## config.mk

```make
export PLATFORM = sky130hd
export DESIGN_NAME = ip_stream_to_ethernet_framer
export DESIGN_NICKNAME = d
export VERILOG_FILES = /design/src/ipeth_pkg.sv /design/src/ipeth_parser.sv /design/src/ipeth_cmd_queue.sv /design/src/ipeth_emitter.sv /design/src/ip_stream_to_ethernet_framer.sv
export SDC_FILE = /design/constraint.sdc
export NUM_CORES = 1
export LEC_CHECK = 0
export ABC_AREA = 1
export BUFFER_PORTS_ARGS = -buffer_cell sky130_fd_sc_hd__buf_2
export CORE_UTILIZATION = 37
export DETAILED_ROUTE_END_ITERATION = 8
export HOLD_SLACK_MARGIN = 0.08
export PLACE_DENSITY = 0.55
export SETUP_SLACK_MARGIN = 0.1
export SYNTH_ARGS = -nofsm -noshare
export SYNTH_HDL_FRONTEND = slang
export SYNTH_SLANG_ARGS = --single-unit
```

## constraint.sdc

```tcl
create_clock -name clk -period 16.75 [get_ports clk]
set_input_delay 0.8375 -clock clk [delete_from_list [all_inputs] [get_ports clk]]
set_output_delay 0.8375 -clock clk [all_outputs]
set_load 0.05 [all_outputs]
```

## src/ipeth_pkg.sv

```systemverilog
`timescale 1ns / 1ps
// ----------------------------------------------------------------------------
// ipeth_pkg: shared types and constants of the IP stream to Ethernet framer
// Holds the command word that the parser hands to the frame emitter, the
// Ethernet and IP constants, and the register defaults.
// ----------------------------------------------------------------------------
package ipeth_pkg;

  // Configuration register indexes.
  localparam logic [1:0] REG_DEST_MAC  = 2'd0;
  localparam logic [1:0] REG_SRC_MAC   = 2'd1;
  localparam logic [1:0] REG_MAX_FRAME = 2'd2;

  // Register defaults.
  localparam logic [47:0] DEST_MAC_RESET  = 48'h0000_0000_0000;
  localparam logic [47:0] SRC_MAC_RESET   = 48'hB691_24A8_1472;
  localparam logic [15:0] MAX_FRAME_RESET = 16'd1514;

  // Protocol constants.
  localparam logic [7:0]  VERSION_MASK  = 8'hF0;
  localparam logic [7:0]  VERSION_FOUR  = 8'h40;
  localparam logic [7:0]  VERSION_SIX   = 8'h60;
  localparam logic [16:0] V6_FIXED_HDR  = 17'd40;
  localparam logic [17:0] ETH_HDR_BYTES = 18'd14;
  localparam logic [15:0] ETYPE_V4      = 16'h0800;
  localparam logic [15:0] ETYPE_V6      = 16'h86DD;

  // Emitter word positions: header of 14, then 4 or 6 held bytes.
  localparam logic [4:0] LAST_POS_V4 = 5'd17;
  localparam logic [4:0] LAST_POS_V6 = 5'd19;

  // Default depth of the command queue.
  localparam int CMD_DEPTH_DEFAULT = 4;

  typedef enum logic {
    CMD_DATA = 1'b0,
    CMD_HDR  = 1'b1
  } cmd_kind_t;

  // One command from the parser to the emitter. For CMD_DATA the word is in
  // hold[7:0]; for CMD_HDR hold carries the header bytes, first byte on top.
  typedef struct packed {
    cmd_kind_t   kind;
    logic        v6;
    logic        last;
    logic [47:0] hold;
  } cmd_t;

endpackage

```

## src/ipeth_parser.sv

```systemverilog
`timescale 1ns / 1ps
// ----------------------------------------------------------------------------
// ipeth_parser: packet delineation front end
// Takes one stream word per cycle while in_take is high, tracks where each
// IP packet starts and ends, and makes at most one emitter command per word.
// ----------------------------------------------------------------------------
module ipeth_parser
  import ipeth_pkg::*;
(
  input  logic        clk,
  input  logic        rst,
  input  logic        in_take,
  input  logic [7:0]  data_byte,
  input  logic        chunk_end,
  input  logic [15:0] max_frame,
  output logic        cmd_valid,
  output cmd_t        cmd
);

  typedef enum logic [4:0] {
    PH_IDLE    = 5'b00001,
    PH_HEADER  = 5'b00010,
    PH_STREAM  = 5'b00100,
    PH_SKIP    = 5'b01000,
    PH_DISCARD = 5'b10000
  } phase_t;

  phase_t      phase, phase_next;
  logic [7:0]  hold [6];
  logic [2:0]  seen, seen_next;
  logic [16:0] plen, plen_next;
  logic        v6, v6_next;

  logic [2:0]  seen_inc;
  logic [2:0]  need;
  logic [16:0] pkt_len;
  logic [16:0] rest;
  logic        too_long;
  logic        short_v4;
  logic        hdr_done;
  logic [16:0] plen_dec;

  // Length arithmetic on the word that completes the length field.
  always_comb begin
    seen_inc = seen + 3'd1;
    need     = v6 ? 3'd6 : 3'd4;
    hdr_done = (seen_inc == need);
    if (v6) begin
      pkt_len = V6_FIXED_HDR + {1'b0, hold[4], data_byte};
    end else begin
      pkt_len = {1'b0, hold[2], data_byte};
    end
    short_v4 = !v6 && (pkt_len < 17'd4);
    rest     = pkt_len - {14'd0, need};
    too_long = ({1'b0, pkt_len} + ETH_HDR_BYTES) > {2'd0, max_frame};
    plen_dec = plen - 17'd1;
  end

  // Next state and command generation.
  always_comb begin
    phase_next = phase;
    seen_next  = seen;
    plen_next  = plen;
    v6_next    = v6;
    cmd_valid  = 1'b0;
    cmd.kind   = CMD_DATA;
    cmd.v6     = v6;
    cmd.last   = 1'b0;
    cmd.hold   = {40'd0, data_byte};
    if (in_take) begin
      unique case (phase)
        PH_IDLE: begin
          if ((data_byte & VERSION_MASK) == VERSION_FOUR) begin
            v6_next    = 1'b0;
            seen_next  = 3'd1;
            phase_next = PH_HEADER;
          end else if ((data_byte & VERSION_MASK) == VERSION_SIX) begin
            v6_next    = 1'b1;
            seen_next  = 3'd1;
            phase_next = PH_HEADER;
          end else begin
            seen_next  = 3'd0;
            plen_next  = 17'd0;
            phase_next = chunk_end ? PH_IDLE : PH_DISCARD;
          end
        end
        PH_HEADER: begin
          seen_next = seen_inc;
          if (hdr_done) begin
            seen_next = 3'd0;
            if (short_v4) begin
              plen_next  = 17'd0;
              phase_next = chunk_end ? PH_IDLE : PH_DISCARD;
            end else begin
              plen_next = rest;
              if (too_long) begin
                phase_next = (rest != 17'd0) ? PH_SKIP : PH_IDLE;
              end else begin
                phase_next = (rest != 17'd0) ? PH_STREAM : PH_IDLE;
                cmd_valid  = 1'b1;
                cmd.kind   = CMD_HDR;
                cmd.last   = (rest == 17'd0);
                if (v6) begin
                  cmd.hold = {hold[0], hold[1], hold[2], hold[3], hold[4], data_byte};
                end else begin
                  cmd.hold = {hold[0], hold[1], hold[2], data_byte, 16'd0};
                end
              end
            end
          end
        end
        PH_STREAM: begin
          plen_next = plen_dec;
          cmd_valid = 1'b1;
          cmd.last  = (plen_dec == 17'd0);
          if (plen_dec == 17'd0) begin
            phase_next = PH_IDLE;
          end
        end
        PH_SKIP: begin
          plen_next = plen_dec;
          if (plen_dec == 17'd0) begin
            phase_next = PH_IDLE;
          end
        end
        PH_DISCARD: begin
          if (chunk_end) begin
            phase_next = PH_IDLE;
          end
        end
        default: begin
          phase_next = PH_IDLE;
        end
      endcase
    end
  end

  // Control state.
  always_ff @(posedge clk) begin
    if (rst) begin
      phase <= PH_IDLE;
      seen  <= 3'd0;
      plen  <= 17'd0;
      v6    <= 1'b0;
    end else begin
      phase <= phase_next;
      seen  <= seen_next;
      plen  <= plen_next;
      v6    <= v6_next;
    end
  end

  // Header holding registers, written in arrival order.
  always_ff @(posedge clk) begin
    if (in_take && (phase == PH_IDLE)) begin
      hold[0] <= data_byte;
    end else if (in_take && (phase == PH_HEADER) && (seen < 3'd6)) begin
      hold[seen] <= data_byte;
    end
  end

endmodule

```

## src/ipeth_cmd_queue.sv

```systemverilog
`timescale 1ns / 1ps
// ----------------------------------------------------------------------------
// ipeth_cmd_queue: command queue between parser and emitter
// A small circular buffer that lets the parser keep taking words while the
// emitter works through a long header burst.
// ----------------------------------------------------------------------------
module ipeth_cmd_queue
  import ipeth_pkg::*;
#(
  parameter int DEPTH = CMD_DEPTH_DEFAULT
) (
  input  logic clk,
  input  logic rst,
  input  logic wr_en,
  input  cmd_t wr_cmd,
  input  logic rd_en,
  output cmd_t rd_cmd,
  output logic q_full,
  output logic q_empty
);

  localparam int PW = (DEPTH > 1) ? $clog2(DEPTH) : 1;
  localparam int CW = $clog2(DEPTH + 1);
  localparam logic [PW-1:0] LAST_SLOT = PW'(DEPTH - 1);
  localparam logic [CW-1:0] FULL_CNT  = CW'(DEPTH);

  cmd_t          slots [DEPTH];
  logic [PW-1:0] wr_ptr, rd_ptr;
  logic [CW-1:0] count;

  assign q_full  = (count == FULL_CNT);
  assign q_empty = (count == '0);
  assign rd_cmd  = slots[rd_ptr];

  // Pointers and fill count.
  always_ff @(posedge clk) begin
    if (rst) begin
      wr_ptr <= '0;
      rd_ptr <= '0;
      count  <= '0;
    end else begin
      if (wr_en) begin
        wr_ptr <= (wr_ptr == LAST_SLOT) ? '0 : wr_ptr + PW'(1);
      end
      if (rd_en) begin
        rd_ptr <= (rd_ptr == LAST_SLOT) ? '0 : rd_ptr + PW'(1);
      end
      if (wr_en && !rd_en) begin
        count <= count + CW'(1);
      end else if (rd_en && !wr_en) begin
        count <= count - CW'(1);
      end
    end
  end

  // Storage.
  always_ff @(posedge clk) begin
    if (wr_en) begin
      slots[wr_ptr] <= wr_cmd;
    end
  end

endmodule

```

## src/ipeth_emitter.sv

```systemverilog
`timescale 1ns / 1ps
// ----------------------------------------------------------------------------
// ipeth_emitter: frame byte emitter back end
// Expands each queued command into output words: a header command becomes
// the Ethernet header plus the held IP header bytes, a data command one word.
// Drives the output register.
// ----------------------------------------------------------------------------
module ipeth_emitter
  import ipeth_pkg::*;
(
  input  logic        clk,
  input  logic        rst,
  input  cmd_t        cmd,
  input  logic        cmd_ready,
  output logic        cmd_done,
  input  logic [47:0] dest_mac,
  input  logic [47:0] src_mac,
  input  logic        pop,
  output logic        out_valid,
  output logic [7:0]  out_byte,
  output logic        out_last
);

  logic [4:0]        pos;
  logic              load;
  logic              step;
  logic              at_end;
  logic [4:0]        end_pos;
  logic [15:0]       etype;
  logic [19:0][7:0]  hdr_words;
  logic [7:0]        word;
  logic              word_last;

  // Pick the word at the current burst position.
  always_comb begin
    etype     = cmd.v6 ? ETYPE_V6 : ETYPE_V4;
    hdr_words = {dest_mac, src_mac, etype, cmd.hold};
    end_pos   = cmd.v6 ? LAST_POS_V6 : LAST_POS_V4;
    at_end    = (pos == end_pos);
    load      = !out_valid || pop;
    step      = load && cmd_ready;
    unique case (cmd.kind)
      CMD_HDR: begin
        word      = hdr_words[LAST_POS_V6 - pos];
        word_last = cmd.last && at_end;
        cmd_done  = step && at_end;
      end
      CMD_DATA: begin
        word      = cmd.hold[7:0];
        word_last = cmd.last;
        cmd_done  = step;
      end
      default: begin
        word      = cmd.hold[7:0];
        word_last = cmd.last;
        cmd_done  = step;
      end
    endcase
  end

  // Burst position within a header command.
  always_ff @(posedge clk) begin
    if (rst) begin
      pos <= 5'd0;
    end else if (cmd_done) begin
      pos <= 5'd0;
    end else if (step) begin
      pos <= pos + 5'd1;
    end
  end

  // Output register.
  always_ff @(posedge clk) begin
    if (rst) begin
      out_valid <= 1'b0;
    end else if (load) begin
      out_valid <= cmd_ready;
    end
  end

  always_ff @(posedge clk) begin
    if (step) begin
      out_byte <= word;
      out_last <= word_last;
    end
  end

endmodule

```

## src/ip_stream_to_ethernet_framer.sv

```systemverilog
`timescale 1ns / 1ps
// ----------------------------------------------------------------------------
// ip_stream_to_ethernet_framer: raw IP stream to Ethernet frames
// Finds IPv4 and IPv6 packet boundaries in a byte stream and emits each
// packet that fits behind a 14-byte Ethernet header.
//
//   channel  handshake               payload
//   input    push / full             data_byte, chunk_end
//   result   empty / pop             frame_byte, frame_last
//   config   cfg_valid / cfg_ready   cfg_index, cfg_data
//
// The parser takes one word per cycle while the command queue has room.
// Data words of a streamed packet leave through the emitter's output register;
// the word that completes a packet header expands into 18 (IPv4) or 20 (IPv6)
// output words, one per cycle while pop keeps up; the emitter sets the rate.
// Reset is synchronous and clears the parser state, queue and output register.
// A stalled pop holds the result; a full queue raises full.
// ----------------------------------------------------------------------------
module ip_stream_to_ethernet_framer
  import ipeth_pkg::*;
#(
  parameter int CMD_DEPTH = CMD_DEPTH_DEFAULT
) (
  input  logic        clk,
  input  logic        rst,
  input  logic        push,
  output logic        full,
  input  logic [7:0]  data_byte,
  input  logic        chunk_end,
  output logic        empty,
  input  logic        pop,
  output logic [7:0]  frame_byte,
  output logic        frame_last,
  input  logic        cfg_valid,
  output logic        cfg_ready,
  input  logic [1:0]  cfg_index,
  input  logic [47:0] cfg_data
);

  logic [47:0] dest_mac;
  logic [47:0] src_mac;
  logic [15:0] max_frame;

  logic in_take;
  logic cmd_valid;
  cmd_t cmd_in;
  cmd_t cmd_head;
  logic q_full, q_empty;
  logic cmd_done;
  logic out_valid;

  assign cfg_ready = 1'b1;
  assign full      = q_full;
  assign in_take   = push && !q_full;
  assign empty     = !out_valid;

  // Configuration registers.
  always_ff @(posedge clk) begin
    if (rst) begin
      dest_mac  <= DEST_MAC_RESET;
      src_mac   <= SRC_MAC_RESET;
      max_frame <= MAX_FRAME_RESET;
    end else if (cfg_valid && cfg_ready) begin
      unique case (cfg_index)
        REG_DEST_MAC:  dest_mac  <= cfg_data;
        REG_SRC_MAC:   src_mac   <= cfg_data;
        REG_MAX_FRAME: max_frame <= cfg_data[15:0];
        default: begin
        end
      endcase
    end
  end

  ipeth_parser u_parser (
    .clk       (clk),
    .rst       (rst),
    .in_take   (in_take),
    .data_byte (data_byte),
    .chunk_end (chunk_end),
    .max_frame (max_frame),
    .cmd_valid (cmd_valid),
    .cmd       (cmd_in)
  );

  ipeth_cmd_queue #(
    .DEPTH (CMD_DEPTH)
  ) u_queue (
    .clk     (clk),
    .rst     (rst),
    .wr_en   (cmd_valid),
    .wr_cmd  (cmd_in),
    .rd_en   (cmd_done),
    .rd_cmd  (cmd_head),
    .q_full  (q_full),
    .q_empty (q_empty)
  );

  ipeth_emitter u_emitter (
    .clk       (clk),
    .rst       (rst),
    .cmd       (cmd_head),
    .cmd_ready (!q_empty),
    .cmd_done  (cmd_done),
    .dest_mac  (dest_mac),
    .src_mac   (src_mac),
    .pop       (pop),
    .out_valid (out_valid),
    .out_byte  (frame_byte),
    .out_last  (frame_last)
  );

endmodule

```

---- Word-level counts from Yosys, hierarchy flattened ----
Memory sizes are Yosys's and may differ from the RTL's. A register that Yosys moved wholly into a read port is not among the register bits.
Index checks and enable logic that the tools add are counted.
storage, ports and cells
  output and inout bits ................... 12
  input bits .............................. 64
  register bits after elaboration ......... 160
  bits in writable memories ............... 252
  word-level logic and storage cells ...... 148
  memories ................................ 2
operators by class
  bitwise logic cells ..................... 1
  order comparisons ....................... 4
  add/sub/neg operators ................... 11
  muxes and demuxes ....................... 61
  equal/unequal tests ..................... 19
  reductions and logical operators ........ 36
memory list
  memory         words  width  rd ports  clocked after Yosys merged registers in  wr ports  RTL line               RTL
  u_queue.slots  4      51     1         1                                        1         ipeth_cmd_queue.sv:27  cmd_t slots [DEPTH];
  u_parser.hold  6      8      5         0                                        1         ipeth_parser.sv:29     logic [7:0] hold [6];
operator list
  operator                 count
  $mux W49                 4
  $mux W17                 5
  $pmux W17 S3             1
  $mux W48                 1
  $bmux W8 S5              1
  $mux W5                  8
  $logic_not A17 Y1        2
  $mux W24                 1
  $pmux W5 S4              1
  $add A17 B4 Y18 const B  1
  $gt A18 B16 Y1           1
  $mux W3                  6
  $add A6 B16 Y17 const A  1
  $lt A17 B3 Y1 const B    1
  $mux W1                  17
  $reduce_bool A17 Y1      1
  $sub A17 B1 Y17 const B  1
  $sub A17 B3 Y17          1
  $mux W16                 1
  $mux W8                  2
  $pmux W8 S2              1
  $mux W2                  6
  $logic_and A1 B1 Y1      10
  $eq A4 B3 Y1 const B     2
  other kinds (35)         56

---- Depth between registers and ports, before layout ----
An unclocked memory read counts as a cell.
  depth after elaboration ................. 14
  depth in mapped cells ................... 32
  depth with buffers taken out ............ 32

---- Modules after synthesis ----
A second synthesis with hierarchy kept.
second synthesis, totals
  cell total of the unflattened synthesis .. 2482
  area total of the unflattened synthesis .. 20586.0 µm²
modules (own cells, without submodules)
  module                        area an instance (µm²)  instances  cells an instance  seq. area each (µm²)
  ipeth_cmd_queue               8061.5                  1          552                6306.0
  ipeth_parser                  5514.0                  1          791                1721.7
  ip_stream_to_ethernet_framer  4603.2                  1          680                2242.2
  ipeth_emitter                 2407.3                  1          459                390.4

---- Least setup slack after synthesis ----
No wires, ideal clock.
  kind .................................... input to register
  start point ............................. input port data_byte[3]
  end point ............................... memory u_queue.slots[0][0] (netlist bit), enable pin
  data arrival time ....................... 5881 ps
  library setup time ...................... 461 ps
  stages .................................. 25
  path buffers ............................ 1
  data required time ...................... 16289 ps
  setup slack ............................. 10409 ps
  path through ............................ ha_1 > clkbuf_1 > inv_1 > a21oi_1 > inv_1 > nor2_1 > nand2_1 > inv_1 > nand3_1 > nand3b_1 > nor3_1 > xor2_1 > inv_1 > ha_1 > nand2_1 > nor2_1 > a211oi_1 > nand2_1 > nand2_1 > a21oi_1 > nor2_2 > nand3_4 > nand2_4 > inv_2 > nor2_1
between the ends
  cells in the longest elaborated chain, start to end .. 11
  elaborated cells between the ends (all ways) .. 13
  classes of those cells .................. 2 x add/sub; 2 x order compare; 8 x mux; 1 x reduce/logical
RTL lines
  item                               RTL line                            RTL
  start: declaration                 ip_stream_to_ethernet_framer.sv:28  input logic [7:0] data_byte,
  $add A6 B16 Y17                    ipeth_parser.sv:49                  pkt_len = V6_FIXED_HDR + {1'b0, hold[4], data_byte};
  $mux W17 (*)                       ipeth_parser.sv:48                  if (v6) begin
  $add A17 B4 Y18                    ipeth_parser.sv:55                  too_long = ({1'b0, pkt_len} + ETH_HDR_BYTES) > {2'd0, max_frame};
  $gt A18 B16 Y1                     ipeth_parser.sv:55
  $mux W1                            ipeth_parser.sv:96                  if (too_long) begin
  $mux W1 (*)                        ipeth_parser.sv:91                  if (short_v4) begin
  $mux W1 (*)                        ipeth_parser.sv:89                  if (hdr_done) begin
  $pmux W1 S2 (*)                    ipeth_parser.sv:71                  unique case (phase)
  $mux W1 (*)                        ipeth_parser.sv:70                  if (in_take) begin
  net cmd_valid                      ip_stream_to_ethernet_framer.sv:45  logic cmd_valid;
  $mux W1 (*)                        ipeth_cmd_queue.sv:58               if (wr_en) begin
  $mux W1 (not written as such) (*)  ipeth_cmd_queue.sv:59               slots[wr_ptr] <= wr_cmd;
  end: declaration                   ipeth_cmd_queue.sv:27
The timed path passes the listed nets; every way through them passes the cells marked *.

---- Final worst setup path ----
  start point ............................. register u_parser.v6
  end point ............................... memory u_queue.slots[3][20] (netlist bit), enable pin
between the ends
  cells in the longest elaborated chain, start to end .. 10
  elaborated cells between the ends (all ways) .. 15
  classes of those cells .................. 1 x add/sub; 2 x order compare; 1 x eq/ne; 9 x mux; 2 x reduce/logical
RTL lines
  item                               RTL line                            RTL
  start: declaration                 ipeth_parser.sv:32                  logic v6, v6_next;
  start signal: assignment           ipeth_parser.sv:149                 v6 <= v6_next;
  $mux W17                           ipeth_parser.sv:48
  $add A17 B4 Y18                    ipeth_parser.sv:55
  $gt A18 B16 Y1                     ipeth_parser.sv:55
  $mux W1                            ipeth_parser.sv:96
  $mux W1                            ipeth_parser.sv:91
  $mux W1 (*)                        ipeth_parser.sv:89
  $pmux W1 S2 (*)                    ipeth_parser.sv:71
  $mux W1 (*)                        ipeth_parser.sv:70
  net cmd_valid                      ip_stream_to_ethernet_framer.sv:45
  $mux W1 (*)                        ipeth_cmd_queue.sv:58
  $mux W1 (not written as such) (*)  ipeth_cmd_queue.sv:59
Marks and branches as above.

==> flow_metrics.py <==
metrics = {
    "outcome": {
        "status": "completed",
    },
    "grt": {
        "grt_pass1_wl_um": 86900,
        "grt_overflow": 0,
        "grt_pass1_vias": 14604,
        "grt_usage_pct": 21.3,
        "antenna_found_initial": 2,
        "grt_max_degree": 122,
    },
    "logic_synthesis": {
        "synthesis.area_mm2": 0.0191,
        "syn_inst": 2191,
        "synth_seq_cells": 406,
        "synth_edf_count": 253,
        "synth.area.top_cells": "edfxtp_1, dfxtp_1, nor2_1",
        "yosysWarnings": 0,
        "syn_nets": 2292,
        "synth_top_area_share_pct": 39.7,
        "synth_ff_type": "edfxtp_1",
        "async_reset_ff_share_pct": 0,
        "avgSynthCellArea_um2": 8.73,
        "yosys.area.top_type": "edfxtp_1",
        "ys_types": 52,
        "yosysMostFrequentCell": "nor2_1",
        "yosys-top-cells-count": "nor2_1, nand2_1, o21ai_0",
        "ys_seq_area_share_pct": 55.7,
    },
    "setup_path": {
        "reg2reg_from": "u_parser.v6",
        "crit_required_ns": 16.95,
        "path_max_fanout": 51,
        "start_kind": "flop",
        "worstSetupStartpoint": "u_parser.v6",
        "worst_r2r_path_depth": 27,
        "arrival_ns": 5.98,
        "end_kind": "flop",
        "crit_type": "flop to flop",
    },
    "clock_network": {
        "ctsResizeCount": 0,
        "post_cts_buffers": 0,
        "clk_pin_slew_ns": 0.06,
        "clk_latency_ns": 0.59,
        "cts_tree": "built",
        "cts_buffer_depth": 3,
        "cts-hold-fix-buffers": 0,
        "cts_made_buffers": 46,
        "cts-htree-levels": 2,
        "cts_sinks": 406,
        "ctsRootBufferMaster": "clkbuf_16",
    },
    "route": {
        "wire_per_inst_um": 19.2,
        "vias_per_cell": 5.29,
        "ant_nets": 0,
        "wl_um": 56200,
        "drt_iter0_drc": 1569,
        "firstDrtPassIters": 5,
        "drc_errors": 0,
        "vias": 15468,
    },
    "sta": {
        "fin_worst_skew_ns": 0.0287,
        "period_minus_slack_ns": 5.78,
        "setup_tns_ns": 0,
        "tightest_slew_ns": 1.20,
        "final_max_slew_viol_count": 0,
        "relSlewSlack_pct": 19.9,
        "rsz0062_at_grt": "false",
        "period_share_pct": 34.5,
        "hold_viol": 0,
        "setup_viol": 0,
        "fmax_mhz": 173,
    },
    "hold_path": {
        "worstHoldPathType": "flop to flop",
        "hold_start": "src_mac[47]",
        "hold_depth": 2,
    },
    "layout": {
        "num_antenna_cells": 0,
        "layout-drive-gt1-share_pct": 9.19,
        "fillerInstances": 4945,
        "final_util_pct": 42.5,
        "design_area_mm2": 0.0215,
        "final_cell_count_no_fill": 2925,
        "area_delta_synth_final_pct": 12.5,
        "layout.nets": 2322,
    },
    "pwr": {
        "p_clk_share_pct": 35.6,
        "netSwitchingFraction_pct": 32.3,
        "p_int_mw": 1.83,
        "power_density_mw_per_mm2": 126,
        "p_leak_nw": 8.75,
        "fin_total_pwr_mw": 2.71,
        "comb_power_share_pct": 22.3,
        "seqPwrFrac_pct": 42.1,
        "ir_drop_uv": 68.3,
        "net-switching-power_mw": 0.876,
    },
    "place": {
        "io_buffers": 74,
        "gp_congestion": 0.885,
        "hpwlAfterDp_um": 37400,
        "placed_cells": 2845,
        "placed_area_mm2": 0.0201,
    },
    "floorplan": {
        "fp.dieH_um": 229,
        "row_count": 82,
        "coreArea_mm2": 0.0506,
        "initial_core_util_pct": 37.8,
        "die_area_mm2": 0.0526,
        "ios": 76,
        "dieWidth_um": 229,
    },
    "run": {
        "max-cap-violations": 0,
    },
}
-- metal layers --
layer | GRT usage (%) | vias up | share of wire, %
met1 | 31.0 | 7338 | 47
met2 | 32.4 | 489 | 43
li1 | - | 7542 | -
met4 | 8.04 | 0 | 3.4
met3 | 2.65 | 99 | 5.9
met5 | 0 | - | 0
-- path summary, 6_finish.rpt --
kind                                        endpoint  slack [ns]
worst min-delay path                     src_mac[47]        0.46
worst max-delay path            u_queue.slots[3][20]       10.97
worst min register to register           src_mac[47]        0.46
worst max register to register  u_queue.slots[3][20]       10.97
-- critical path, stage by stage, from the launching register on --
cell and delay [ns]:
dfxtp_1 0.35, buf_4 0.34, inv_2 0.26, nand2_1 0.20
o21ai_4 0.10, a21oi_1 0.22, inv_1 0.06, nor2_1 0.10
nand2_1 0.09, inv_1 0.06, nand3_1 0.10, nand3b_1 0.23
nor3_1 0.29, xor2_1 0.17, inv_1 0.06, ha_1 0.30
nand2_1 0.08, nor2_1 0.05, a211oi_1 0.22, nand2_1 0.09
nand2_1 0.08, a21oi_1 0.11, nor2_2 0.25, nand3_4 0.43
nand2_4 0.22, inv_2 0.12, nor2_4 0.09, buf_4 0.62
-- layout make-up --
type	count	area (um2)	share of cell area, %
Clock buffer	66	1270	5.89
Clock inverter	14	158	0.733
Inverter	186	699	3.25
Multi-Input combinational cell	1486	7360	34.2
Sequential cell	406	10700	49.6
Tap cell	672	841	3.91
Timing Repair Buffer	95	528	2.45
-- state kept, by name, summed over array words and instances, names as in the netlist, named ones only --
name / count
u_queue.slots: 204
dest_mac: 48
src_mac: 48
u_parser.hold: 40
u_parser.plen: 17
max_frame: 16
u_emitter.out_byte: 8
u_emitter.pos: 5
u_parser.phase: 5
u_parser.seen: 3
u_queue.count: 3
u_queue.rd_ptr: 2
u_queue.wr_ptr: 2
u_emitter.out_last: 1
u_emitter.out_valid: 1
u_parser.v6: 1
-- layout by cell type, fill, tap and decap left out, drive strengths merged, types with 3 or more instances in the layout --
cell / synthesis / routed
xor2: 12 / 12
nand3b: 4 / 4
nand4: 25 / 25
edfxtp: 253 / 253
nand2: 356 / 356
a211oi: 7 / 7
clkbuf: 96 / 66
a32o: 8 / 8
buf: 17 / 95
nor4: 3 / 3
o221ai: 39 / 39
o21ai: 261 / 261
a22oi: 8 / 8
or2: 4 / 4
o22ai: 22 / 22
inv: 182 / 184
ha: 36 / 36
nor2: 440 / 440
o211ai: 18 / 18
a21oi: 57 / 57
xnor2: 5 / 5
nor3: 21 / 21
dfxtp: 153 / 153
clkinv: 4 / 12
a31oi: 20 / 20
nand3: 128 / 128
-- cell families after synthesis --
group / Yosys count / synth area share (%)
XOR/XNOR: 17 / 0.778
adder cells (fa/ha/maj): 37 / 2.46
AND/OR/NAND/NOR: 982 / 21.2
flip-flops: 406 / 55.7
AO/OA/AOI/OAI: 449 / 13.8
buffers and inverters: 299 / 6.03
other: 1 / 0.0196
-- power by group through the flow --
stage	Combinational (mW)	Sequential [mW]	Clock, mW
after floorplan	0.378	1.20	0
after global placement	0.596	1.16	0
after detailed placement	0.599	1.16	0
after CTS	0.602	1.14	0.985
after global routing	0.675	1.15	1.02
final	0.605	1.14	0.964
-- stage by stage --
stage | worst slack (ns) | hold WS, ns
2_1_floorplan | 10.41 | 0.424
3_3_place_gp | 10.88 | 0.436
3_5_place_dp | 10.69 | 0.441
4_1_cts | 10.98 | 0.456
5_1_grt | 10.50 | 0.482
6_report | 10.97 | 0.457
No activity file was read; power rests on OpenSTA's default activity.
